## src/rtl/core/pss_pkg.sv

```systemverilog
`default_nettype none
// ----------------------------------------------------------------------------
// pss_pkg
// Shared types and constants for the pattern step sequencer.
// ----------------------------------------------------------------------------
package pss_pkg;

  localparam int TRACK_COUNT_DEF = 8;
  localparam int STEP_COUNT_DEF  = 16;

  localparam int        TPS_W     = 20;
  localparam logic [19:0] TPS_RESET = 20'd5512;

  typedef enum logic [2:0] {
    CMD_TICK   = 3'd0,
    CMD_TOGGLE = 3'd1,
    CMD_SET    = 3'd2,
    CMD_READ   = 3'd3,
    CMD_PLAY   = 3'd4
  } cmd_t;

  typedef struct packed {
    logic [2:0] command;
    logic [2:0] track;
    logic [3:0] step_index;
    logic       value;
  } in_item_t;

  typedef struct packed {
    logic [7:0] trigger_mask;
    logic [3:0] fired_step;
    logic       read_value;
    logic       playing;
  } out_item_t;

endpackage
`default_nettype wire

```

## src/rtl/core/pattern_step_sequencer.sv

```systemverilog
`default_nettype none
// ----------------------------------------------------------------------------
// pattern_step_sequencer
// Track by step grid of trigger bits, sample tick counter and step pointer;
// each item is a tick or a grid/playback command and yields one result item.
// ----------------------------------------------------------------------------
//  channel  | ports                           | direction
//  ---------+---------------------------------+----------
//  input    | in_valid, in_ready, in_item     | in
//  result   | out_valid, out_ready, out_item  | out
//  config   | cfg_we, cfg_wdata               | in
//
// one item per cycle while results are taken; a result is offered once its item has
// passed the input register and then the result register (state updated as it loads)
// the grid, counter and step pointer are flip-flops, so the next item sees the
// previous item's updates with no extra wait
// rst_n is synchronous: clears the grid, active flags, step, counter and
// playback, and loads the default ticks per step
// a stalled result holds the result register; the input register still takes
// an item while it is empty or the result register is free or being emptied
// ----------------------------------------------------------------------------
module pattern_step_sequencer
  import pss_pkg::*;
#(
  parameter int TRACK_COUNT = TRACK_COUNT_DEF,
  parameter int STEP_COUNT  = STEP_COUNT_DEF
) (
  input  wire logic             clk,
  input  wire logic             rst_n,
  input  wire logic             in_valid,
  output logic                  in_ready,
  input  wire in_item_t         in_item,
  output logic                  out_valid,
  input  wire logic             out_ready,
  output out_item_t             out_item,
  input  wire logic             cfg_we,
  input  wire logic [TPS_W-1:0] cfg_wdata
);

  localparam int STEP_W = $clog2(STEP_COUNT);

  logic                  s1_valid_r, s1_valid_nxt;
  in_item_t              s1_item_r;
  logic                  out_valid_r, out_valid_nxt;
  out_item_t             out_item_r, out_item_nxt;

  logic [STEP_COUNT-1:0] pattern_r [TRACK_COUNT];
  logic [STEP_COUNT-1:0] pattern_nxt [TRACK_COUNT];
  logic [TRACK_COUNT-1:0] active_r, active_nxt;
  logic [STEP_W-1:0]     step_r, step_nxt;
  logic [TPS_W-1:0]      tick_r, tick_nxt;
  logic                  playing_r, playing_nxt;
  logic [TPS_W-1:0]      tps_r;

  logic                  out_load;
  logic                  in_accept;
  logic                  proc;
  logic                  cell_hit [TRACK_COUNT][STEP_COUNT];
  logic [TRACK_COUNT-1:0] col_mask;
  logic [TRACK_COUNT+7:0] mask_ext;
  logic [STEP_W+3:0]     step_ext;
  logic [TPS_W-1:0]      tick_inc;
  logic                  rd_bit;

  assign out_load  = !out_valid_r || out_ready;
  assign in_ready  = !s1_valid_r || out_load;
  assign in_accept = in_valid && in_ready;
  assign proc      = s1_valid_r && out_load;

  assign out_valid = out_valid_r;
  assign out_item  = out_item_r;

  // one-hot decode of the addressed grid cell, empty when out of range
  always_comb begin
    for (int t = 0; t < TRACK_COUNT; t++) begin
      for (int s = 0; s < STEP_COUNT; s++) begin
        cell_hit[t][s] = (32'(s1_item_r.track) == t) && (32'(s1_item_r.step_index) == s);
      end
    end
  end

  // column read at the current step, gated by the active flags
  always_comb begin
    for (int t = 0; t < TRACK_COUNT; t++) begin
      col_mask[t] = active_r[t] & pattern_r[t][step_r];
    end
  end

  assign mask_ext = {8'b0, col_mask};
  assign step_ext = {4'b0, step_r};
  assign tick_inc = tick_r + 1'b1;

  always_comb begin
    rd_bit = 1'b0;
    for (int t = 0; t < TRACK_COUNT; t++) begin
      for (int s = 0; s < STEP_COUNT; s++) begin
        rd_bit = rd_bit | (cell_hit[t][s] & pattern_r[t][s]);
      end
    end
  end

  always_comb begin
    for (int t = 0; t < TRACK_COUNT; t++) begin
      pattern_nxt[t] = pattern_r[t];
    end
    active_nxt   = active_r;
    step_nxt     = step_r;
    tick_nxt     = tick_r;
    playing_nxt  = playing_r;
    out_item_nxt = '0;

    if (proc) begin
      case (cmd_t'(s1_item_r.command))
        CMD_TICK: begin
          if (playing_r) begin
            if (tick_inc >= tps_r) begin
              tick_nxt                  = '0;
              out_item_nxt.trigger_mask = mask_ext[7:0];
              out_item_nxt.fired_step   = step_ext[3:0];
              step_nxt = (step_r == STEP_W'(STEP_COUNT - 1)) ? '0 : step_r + 1'b1;
            end else begin
              tick_nxt = tick_inc;
            end
          end
        end
        CMD_TOGGLE: begin
          for (int t = 0; t < TRACK_COUNT; t++) begin
            for (int s = 0; s < STEP_COUNT; s++) begin
              if (cell_hit[t][s]) begin
                pattern_nxt[t][s] = !pattern_r[t][s];
                active_nxt[t]     = 1'b1;
              end
            end
          end
        end
        CMD_SET: begin
          for (int t = 0; t < TRACK_COUNT; t++) begin
            for (int s = 0; s < STEP_COUNT; s++) begin
              if (cell_hit[t][s]) begin
                pattern_nxt[t][s] = s1_item_r.value;
                if (s1_item_r.value) begin
                  active_nxt[t] = 1'b1;
                end
              end
            end
          end
        end
        CMD_READ: begin
          out_item_nxt.read_value = rd_bit;
        end
        CMD_PLAY: begin
          playing_nxt = !playing_r;
          if (playing_r) begin
            step_nxt = '0;
            tick_nxt = '0;
          end
        end
        default: begin
        end
      endcase
      out_item_nxt.playing = playing_nxt;
    end
  end

  always_comb begin
    s1_valid_nxt  = in_accept ? 1'b1 : (out_load ? 1'b0 : s1_valid_r);
    out_valid_nxt = out_load ? s1_valid_r : out_valid_r;
  end

  always_ff @(posedge clk) begin
    if (!rst_n) begin
      s1_valid_r  <= 1'b0;
      out_valid_r <= 1'b0;
      for (int t = 0; t < TRACK_COUNT; t++) begin
        pattern_r[t] <= '0;
      end
      active_r    <= '0;
      step_r      <= '0;
      tick_r      <= '0;
      playing_r   <= 1'b0;
      tps_r       <= TPS_RESET;
    end else begin
      s1_valid_r  <= s1_valid_nxt;
      out_valid_r <= out_valid_nxt;
      for (int t = 0; t < TRACK_COUNT; t++) begin
        pattern_r[t] <= pattern_nxt[t];
      end
      active_r    <= active_nxt;
      step_r      <= step_nxt;
      tick_r      <= tick_nxt;
      playing_r   <= playing_nxt;
      if (cfg_we) begin
        tps_r <= cfg_wdata;
      end
    end
  end

  // payload registers
  always_ff @(posedge clk) begin
    if (in_accept) begin
      s1_item_r <= in_item;
    end
    if (proc) begin
      out_item_r <= out_item_nxt;
    end
  end

endmodule
`default_nettype wire
```

## config.mk

```make
export PLATFORM = sky130hd
export DESIGN_NAME = pattern_step_sequencer
export DESIGN_NICKNAME = d
export VERILOG_FILES = /design/src/rtl/core/pss_pkg.sv /design/src/rtl/core/pattern_step_sequencer.sv
export SDC_FILE = /design/constraint.sdc
export NUM_CORES = 1
export LEC_CHECK = 0
export BUFFER_PORTS_ARGS = -buffer_cell sky130_fd_sc_hd__buf_2
export CAP_MARGIN = 30
export CORE_AREA = 4 4 146 148
export CTS_BUF_LIST = sky130_fd_sc_hd__clkbuf_8 sky130_fd_sc_hd__clkbuf_16
export DETAILED_ROUTE_END_ITERATION = 16
export DIE_AREA = 0 0 150 152
export PLACE_DENSITY = 0.7
export SKIP_CTS_REPAIR_TIMING = 1
export SYNTH_ARGS = -nofsm -noshare
export SYNTH_HDL_FRONTEND = slang
export SYNTH_SLANG_ARGS = --single-unit
```

## constraint.sdc

```tcl
create_clock -name clk -period 3.75 [get_ports clk]
set_input_delay 0 -clock clk [delete_from_list [all_inputs] [get_ports clk]]
set_output_delay 0 -clock clk [all_outputs]
set_load 0.03 [all_outputs]
```

==> metrics.txt, run 1 <==
WL/cell 21.7 um; via count 10,379; R2R Setup Slk 0.29 ns; row count 52; metal2 WL 15,400 um; Ant. Diodes 0; RSZ-0062 raised after global routing no; final hold violations 0; count of cell types in the netlist 63; FMAX 289 MHz; r2r startpoint tick_r[2]; CTS tree built; Reg2Reg Depth 15; number of synthesized flops with an enable pin 25; top_reg_cell synth dfxtp_1; Hold Crit Start cfg_we; Synth async-reset ratio 0; max cap viols 0; PwrDens 388 nW/um^2; Worst EP required 4.15 ns; HPWL after DPL 22,900 um; Starting Density 0.546; WHS Endpoint tps_r[12]; Leak 4.37 nW; vias per std cell 6.55; Tcrit/Tclk final 0.924; DIE WIDTH 150 um; worst hold path depth 3; total gr overflow 0; DRT iter0 DRCs 1,347; critical path class reg2reg; Buffers on Ports 51; clock slew at reported path FFs 0.06 ns; WL final 34,400 um; layout cells sized above 1 0.140; Yosys top cell area share 0.335; dpl ws 0.0659 ns; Syn Nets 1,309; post-synthesis sequential area ratio 0.404; Worst R2R End tick_r[13]; total power 4.87 mW; Synth Register Bits 208; CP max FO 7; routability cong. 1.03; vias in the first global route 9,425; CP startpoint kind register; initial antenna violation count 1; status complete, no violations; clock sink count 208; Clock Latency Late Sink 0.51 ns; final setup margin 0.286 ns; Post-Syn Instances 1,250; root buffer cell clkbuf_16; max_slew headroom 0.316; first-pass GRT wire length 52,700 um; Global Route Usage Sum 0.290; Mean Syn Cell Area 8.75 sq um; H-tree Lvls 1; Die Y 152 um; HP Class in2reg; kind of end point of the critical path register; largest net degree at the start of global routing 67; Longest Clk Path Bufs 3; Post-DRT Antenna Nets 0; Worst Path Arrival 3.87 ns; M1 WL 14,000 um; Clock Skews 0.00907 ns; worst-margin pin slew 1.02 ns; full die area 22,800 sq um; Tmin final 3.46 ns; Post-Syn Area 10,900 sq um; Worst VDD drop 317 uV; Max Slew Vio Count 0; Fin Setup TNS 0 ns; uppermost routed layer met5; TritonCTS Buffers 23; num ports 52; met3 wire len 3720 um; count of final setup violators 0; 1st-pass router iterations 6; area added between synthesis and finish 14.8%; Area contributors post-synth dfxtp_1 (34%), mux4_2 (8.2%), edfxtp_1 (6.9%); Final #Nets 1,356; area leader, netlist dfxtp_1; synth warn 0; Core ar. 20,000 sq um; # DRC 0
[synthesized netlist by cell type (all sizes together), types with 5 or more instances]
cell	count
a21o	6
o22ai	9
nand3	43
nor4	6
nor2	87
a31oi	50
buf	34
nor2b	9
and4	5
nand4	13
a211oi	6
nand2b	5
xnor2	11
mux4	40
o211ai	7
o21ai	135
dfxtp	183
nand2	123
edfxtp	25
nor3	11
a22oi	24
ha	23
clkbuf	65
mux2i	15
a21oi	114
and3	17
and2	13
or3	82
inv	27
a22o	10
[metrics by stage]
step,hold slack (ns),instances,util,area (sq um)
after floorplan,0.0989,1250,-,10900
after global placement,0.177,1506,0.570,11400
after detailed placement,0.178,1507,0.570,11400
after CTS,-0.347,1549,0.608,12200
after global routing,0.0852,1584,0.626,12600
final,0.0621,1584,0.626,12600
[flip-flops by register name, indices dropped and copies added (netlist names)]
name,cells
out_valid,1
step_r,4
pattern_r,128
active_r,8
out_item,14
tick_r,20
tps_r,20
s1_item_r,11
s1_valid_r,1
playing_r,1
[critical path: stages (launching register included)]
cell and delay (ns):
dfxtp_1 0.43, and4_1 0.26, and3_1 0.22, and3_2 0.26, nand3_1 0.13, nor3_2 0.21, xor2_1 0.12, ha_1 0.33
nand2_1 0.05, o21ai_0 0.28, a211oi_1 0.10, o21a_1 0.14, or2_4 0.28, buf_4 0.17, a32o_1 0.24, and2_1 0.14
[layout make-up]
cell class	count	area (sq um)
repair buffers	121	902
clock inverters	15	124
fillers	1705	7480
well taps	270	338
clock buffers	27	631
flip-flops and latches	208	4420
inverters	28	106
multi-input cells	915	6040
[cells in the final DEF, fill, tap and decap left out, types with 32 or more instances in the layout]
cell	count
nor2_1	86
mux4_2	40
a31oi_1	50
nand2_1	123
inv_1	32
nand3_1	43
dlygate4sd3_1	35
or3_1	82
a21oi_1	113
dfxtp_1	181
o21ai_0	135
buf_2	51
[per-layer routing]
metal | vias to the layer above | global-route usage
met4 | 2 | 0.107
met5 | - | 0
li1 | 4739 | -
met3 | 100 | 0.0658
met1 | 4913 | 0.415
met2 | 625 | 0.429
[cells by family (layout without fill, tap and decap cells)]
family                     count (synthesis)  count (layout)  synth area share
adders and majority gates                 23              23            0.0263
muxes                                     57              57            0.0982
AOI/OAI and AO/OA                        381             381             0.203
DFF                                      208             208             0.404
buffers and inverters                    127             191            0.0477
xor gates and xnor gates                  15              15            0.0120
and+or+nand+nor                          439             439             0.209
[power breakdown]
part | internal (mW) | switching, mW | leakage, nW
sequential | 2.28 | 0.0394 | 1.72
combinational | 0.109 | 0.200 | 2.25
clock | 1.33 | 0.910 | 0.395
[worst max-delay path by stage]
| stage | start | endpoint | slack (ns) | cells after the start |
|---|---|---|---|---|
| 2_1_floorplan | tick_r[2] | out_item[10] | 0.43 | 17 |
| 3_3_place_gp | tick_r[2] | out_item[10] | 0.15 | 14 |
| 3_5_place_dp | tick_r[2] | out_item[13] | 0.07 | 14 |
| 4_1_cts | tick_r[2] | out_item[13] | 0.03 | 14 |
| 5_1_grt | tick_r[2] | step_r[2] | 0.03 | 14 |
| 6_report | tick_r[2] | tick_r[13] | 0.29 | 15 |
Note: power is estimated with default switching activity, not from simulation.
==> inputs of run 2 (changes only) <==
--- a/config.mk
+++ b/config.mk
@@ -5,13 +5,14 @@
 export SDC_FILE = /design/constraint.sdc
 export NUM_CORES = 1
 export LEC_CHECK = 0
-export BUFFER_PORTS_ARGS = -buffer_cell sky130_fd_sc_hd__buf_2
+export BUFFER_PORTS_ARGS = -buffer_cell sky130_fd_sc_hd__buf_4
 export CAP_MARGIN = 30
 export CORE_AREA = 4 4 146 148
 export CTS_BUF_LIST = sky130_fd_sc_hd__clkbuf_8 sky130_fd_sc_hd__clkbuf_16
 export DETAILED_ROUTE_END_ITERATION = 16
 export DIE_AREA = 0 0 150 152
 export PLACE_DENSITY = 0.7
+export RECOVER_POWER = 50
 export SKIP_CTS_REPAIR_TIMING = 1
 export SYNTH_ARGS = -nofsm -noshare
 export SYNTH_HDL_FRONTEND = slang
==> metrics.txt, run 2 (synthesis gave the netlist of run 1 again) <==
WL/cell 21.4 um (was 21.7 um); dpl ws 0.0649 ns (was 0.0659 ns); WP buf/inv 1 (unchanged); Clock Latency Late Sink 0.53 ns (was 0.51 ns); clock sink count 208 (unchanged); largest net degree at the start of global routing 81 (was 67); Global Route Usage Sum 0.289 (was 0.290); number of fill cells 1,750 (was 1,705); DIE WIDTH 150 um (unchanged); most common cell after layout, fill and taps aside dfxtp_1 (unchanged); root buffer cell clkbuf_16 (unchanged); multi-input logic area 6030 sq um (was 6040 sq um); FMAX 289 MHz (about the same); Fin Setup TNS 0 ns (unchanged); most frequent cells in the layout dfxtp_1 (180), o21ai_0 (134), nand2_1 (123), a21oi_1 (113), nor2_1 (86) (was dfxtp_1 (181), o21ai_0 (135), nand2_1 (123), a21oi_1 (113), nor2_1 (86)); final setup margin 0.294 ns (was 0.286 ns); critical path class reg2reg (unchanged); CTS tree built (unchanged); crit-path cells and4_1 -> and3_1 -> and3_2 -> nand3_1 -> nor3_2 -> xor2_1 -> ha_1 -> nand2_1 -> o21ai_0 -> a211oi_1 -> o21a_1 -> or2_1 -> buf_4 -> a32o_1 -> and2_1 (was and4_1 -> and3_1 -> and3_2 -> nand3_1 -> nor3_2 -> xor2_1 -> ha_1 -> nand2_1 -> o21ai_0 -> a211oi_1 -> o21a_1 -> or2_4 -> buf_4 -> a32o_1 -> and2_1); H-tree Lvls 1 (unchanged); PwrDens 382 nW/um^2 (was 388 nW/um^2); first-pass GRT wire length 52,700 um (about the same); Crit path largest cell delay 0.41 ns (was 0.43 ns); area added between synthesis and finish 16.1% (was 14.8%); kind of end point of the critical path register (unchanged); Worst EP required 4.16 ns (was 4.15 ns); 1st-pass router iterations 6 (unchanged); num ports 52 (unchanged); final hold violations 10 (was 0); max_slew headroom 0.233 (was 0.316); initial antenna violation count 0 (was 1); Post-DRT Antenna Nets 0 (unchanged); Fin Hold WS -0.0261 ns (was 0.0621 ns); worst-margin pin slew 1.15 ns (was 1.02 ns); count of final setup violators 0 (unchanged); HPWL after DPL 23,100 um (was 22,900 um); routability cong. 0.990 (was 1.03); Clock Skews 0.0115 ns (was 0.00907 ns); failing checks negative hold slack; WL final 34,300 um (was 34,400 um); vias in the first global route 9,405 (was 9,425); Tcrit/Tclk final 0.922 (was 0.924); via count 10,507 (was 10,379); max reg flops 128 (unchanged); fin util 0.633 (was 0.626); Reg area 4420 sq um (about the same); Longest Clk Path Bufs 3 (unchanged); full die area 22,800 sq um (unchanged); Max Slew Vio Count 0 (unchanged); family with the most delay on the worst path simple AND/OR/NAND/NOR gates (unchanged); CP max FO 7 (unchanged); DRT iter0 DRCs 1,309 (was 1,347); Leak 4.35 nW (was 4.37 nW); Tmin final 3.46 ns (about the same); TritonCTS Buffers 23 (unchanged); Core ar. 20,000 sq um (unchanged); total gr overflow 0 (unchanged); row count 52 (unchanged); HP Class in2reg (unchanged); RSZ-0062 raised after global routing no (unchanged); Worst Path Arrival 3.87 ns (about the same); Starting Density 0.546 (unchanged); vias per std cell 6.57 (was 6.55); Worst VDD drop 305 uV (was 317 uV); clock slew at reported path FFs 0.06 ns (about the same); register with the most flip-flops pattern_r (unchanged); CP max-delay cell dfxtp_1 (unchanged); max cap viols 0 (unchanged); Buffers on Ports 51 (unchanged); largest registers pattern_r (128), tick_r (20), tps_r (20) (unchanged); status finished, violations left (was complete, no violations); Die Y 152 um (unchanged); Final #Nets 1,372 (was 1,356); layout cells sized above 1 0.123 (was 0.140); # DRC 0 (unchanged); Ant. Diodes 0 (unchanged); CP startpoint kind register (unchanged)
-- run 2: tightest hold or removal path, stage by stage --
cell and delay [ns]:
buf_4 0.23, mux2i_1 0.15, nor2_1 0.07
-- run 2: final timing paths --
check | startpoint | to | slack (ns) | cells after the start
max | tick_r[3] | tick_r[11] | 0.29 | 15
max reg2reg | tick_r[3] | tick_r[11] | 0.29 | 15
min reg2reg | active_r[2] | active_r[2] | 0.45 | 2
min | cfg_we | tps_r[13] | -0.03 | 3
-- run 2: cell type report --
| cell class | count | share of cell area |
|---|---|---|
| timing repair buffer | 137 | 0.0847 |
| inverter | 28 | 0.00838 |
| clock buffer | 23 | 0.0454 |
| clock inverter | 19 | 0.0119 |
| tap | 270 | 0.0266 |
| sequential | 208 | 0.348 |
| multi-input combinational | 915 | 0.475 |
-- run 2: metal layers --
| metal | track usage | part of all wire | vias up |
|---|---|---|---|
| met3 | 0.0611 | 0.11 | 114 |
| met1 | 0.412 | 0.41 | 5006 |
| met4 | 0.120 | 0.048 | 0 |
| li1 | - | - | 4768 |
| met2 | 0.426 | 0.43 | 619 |
| met5 | 0 | 0 | - |
-- run 2: per-stage QoR --
step	instance area, sq um	power [mW]	std cells	hold WS (ns)
floorplan	10900	2.54	1250	0.0989
global placement	11500	2.65	1509	0.178
detailed placement	11600	2.65	1510	0.179
CTS	12300	4.83	1552	-0.355
global route	12700	4.98	1600	0.00886
finish	12700	4.85	1600	-0.0261
-- run 2: report_power, final --
part | leakage (nW) | switching (mW) | internal [mW]
clock | 0.372 | 0.941 | 1.26
sequential | 1.72 | 0.0399 | 2.28
combinational | 2.25 | 0.198 | 0.125
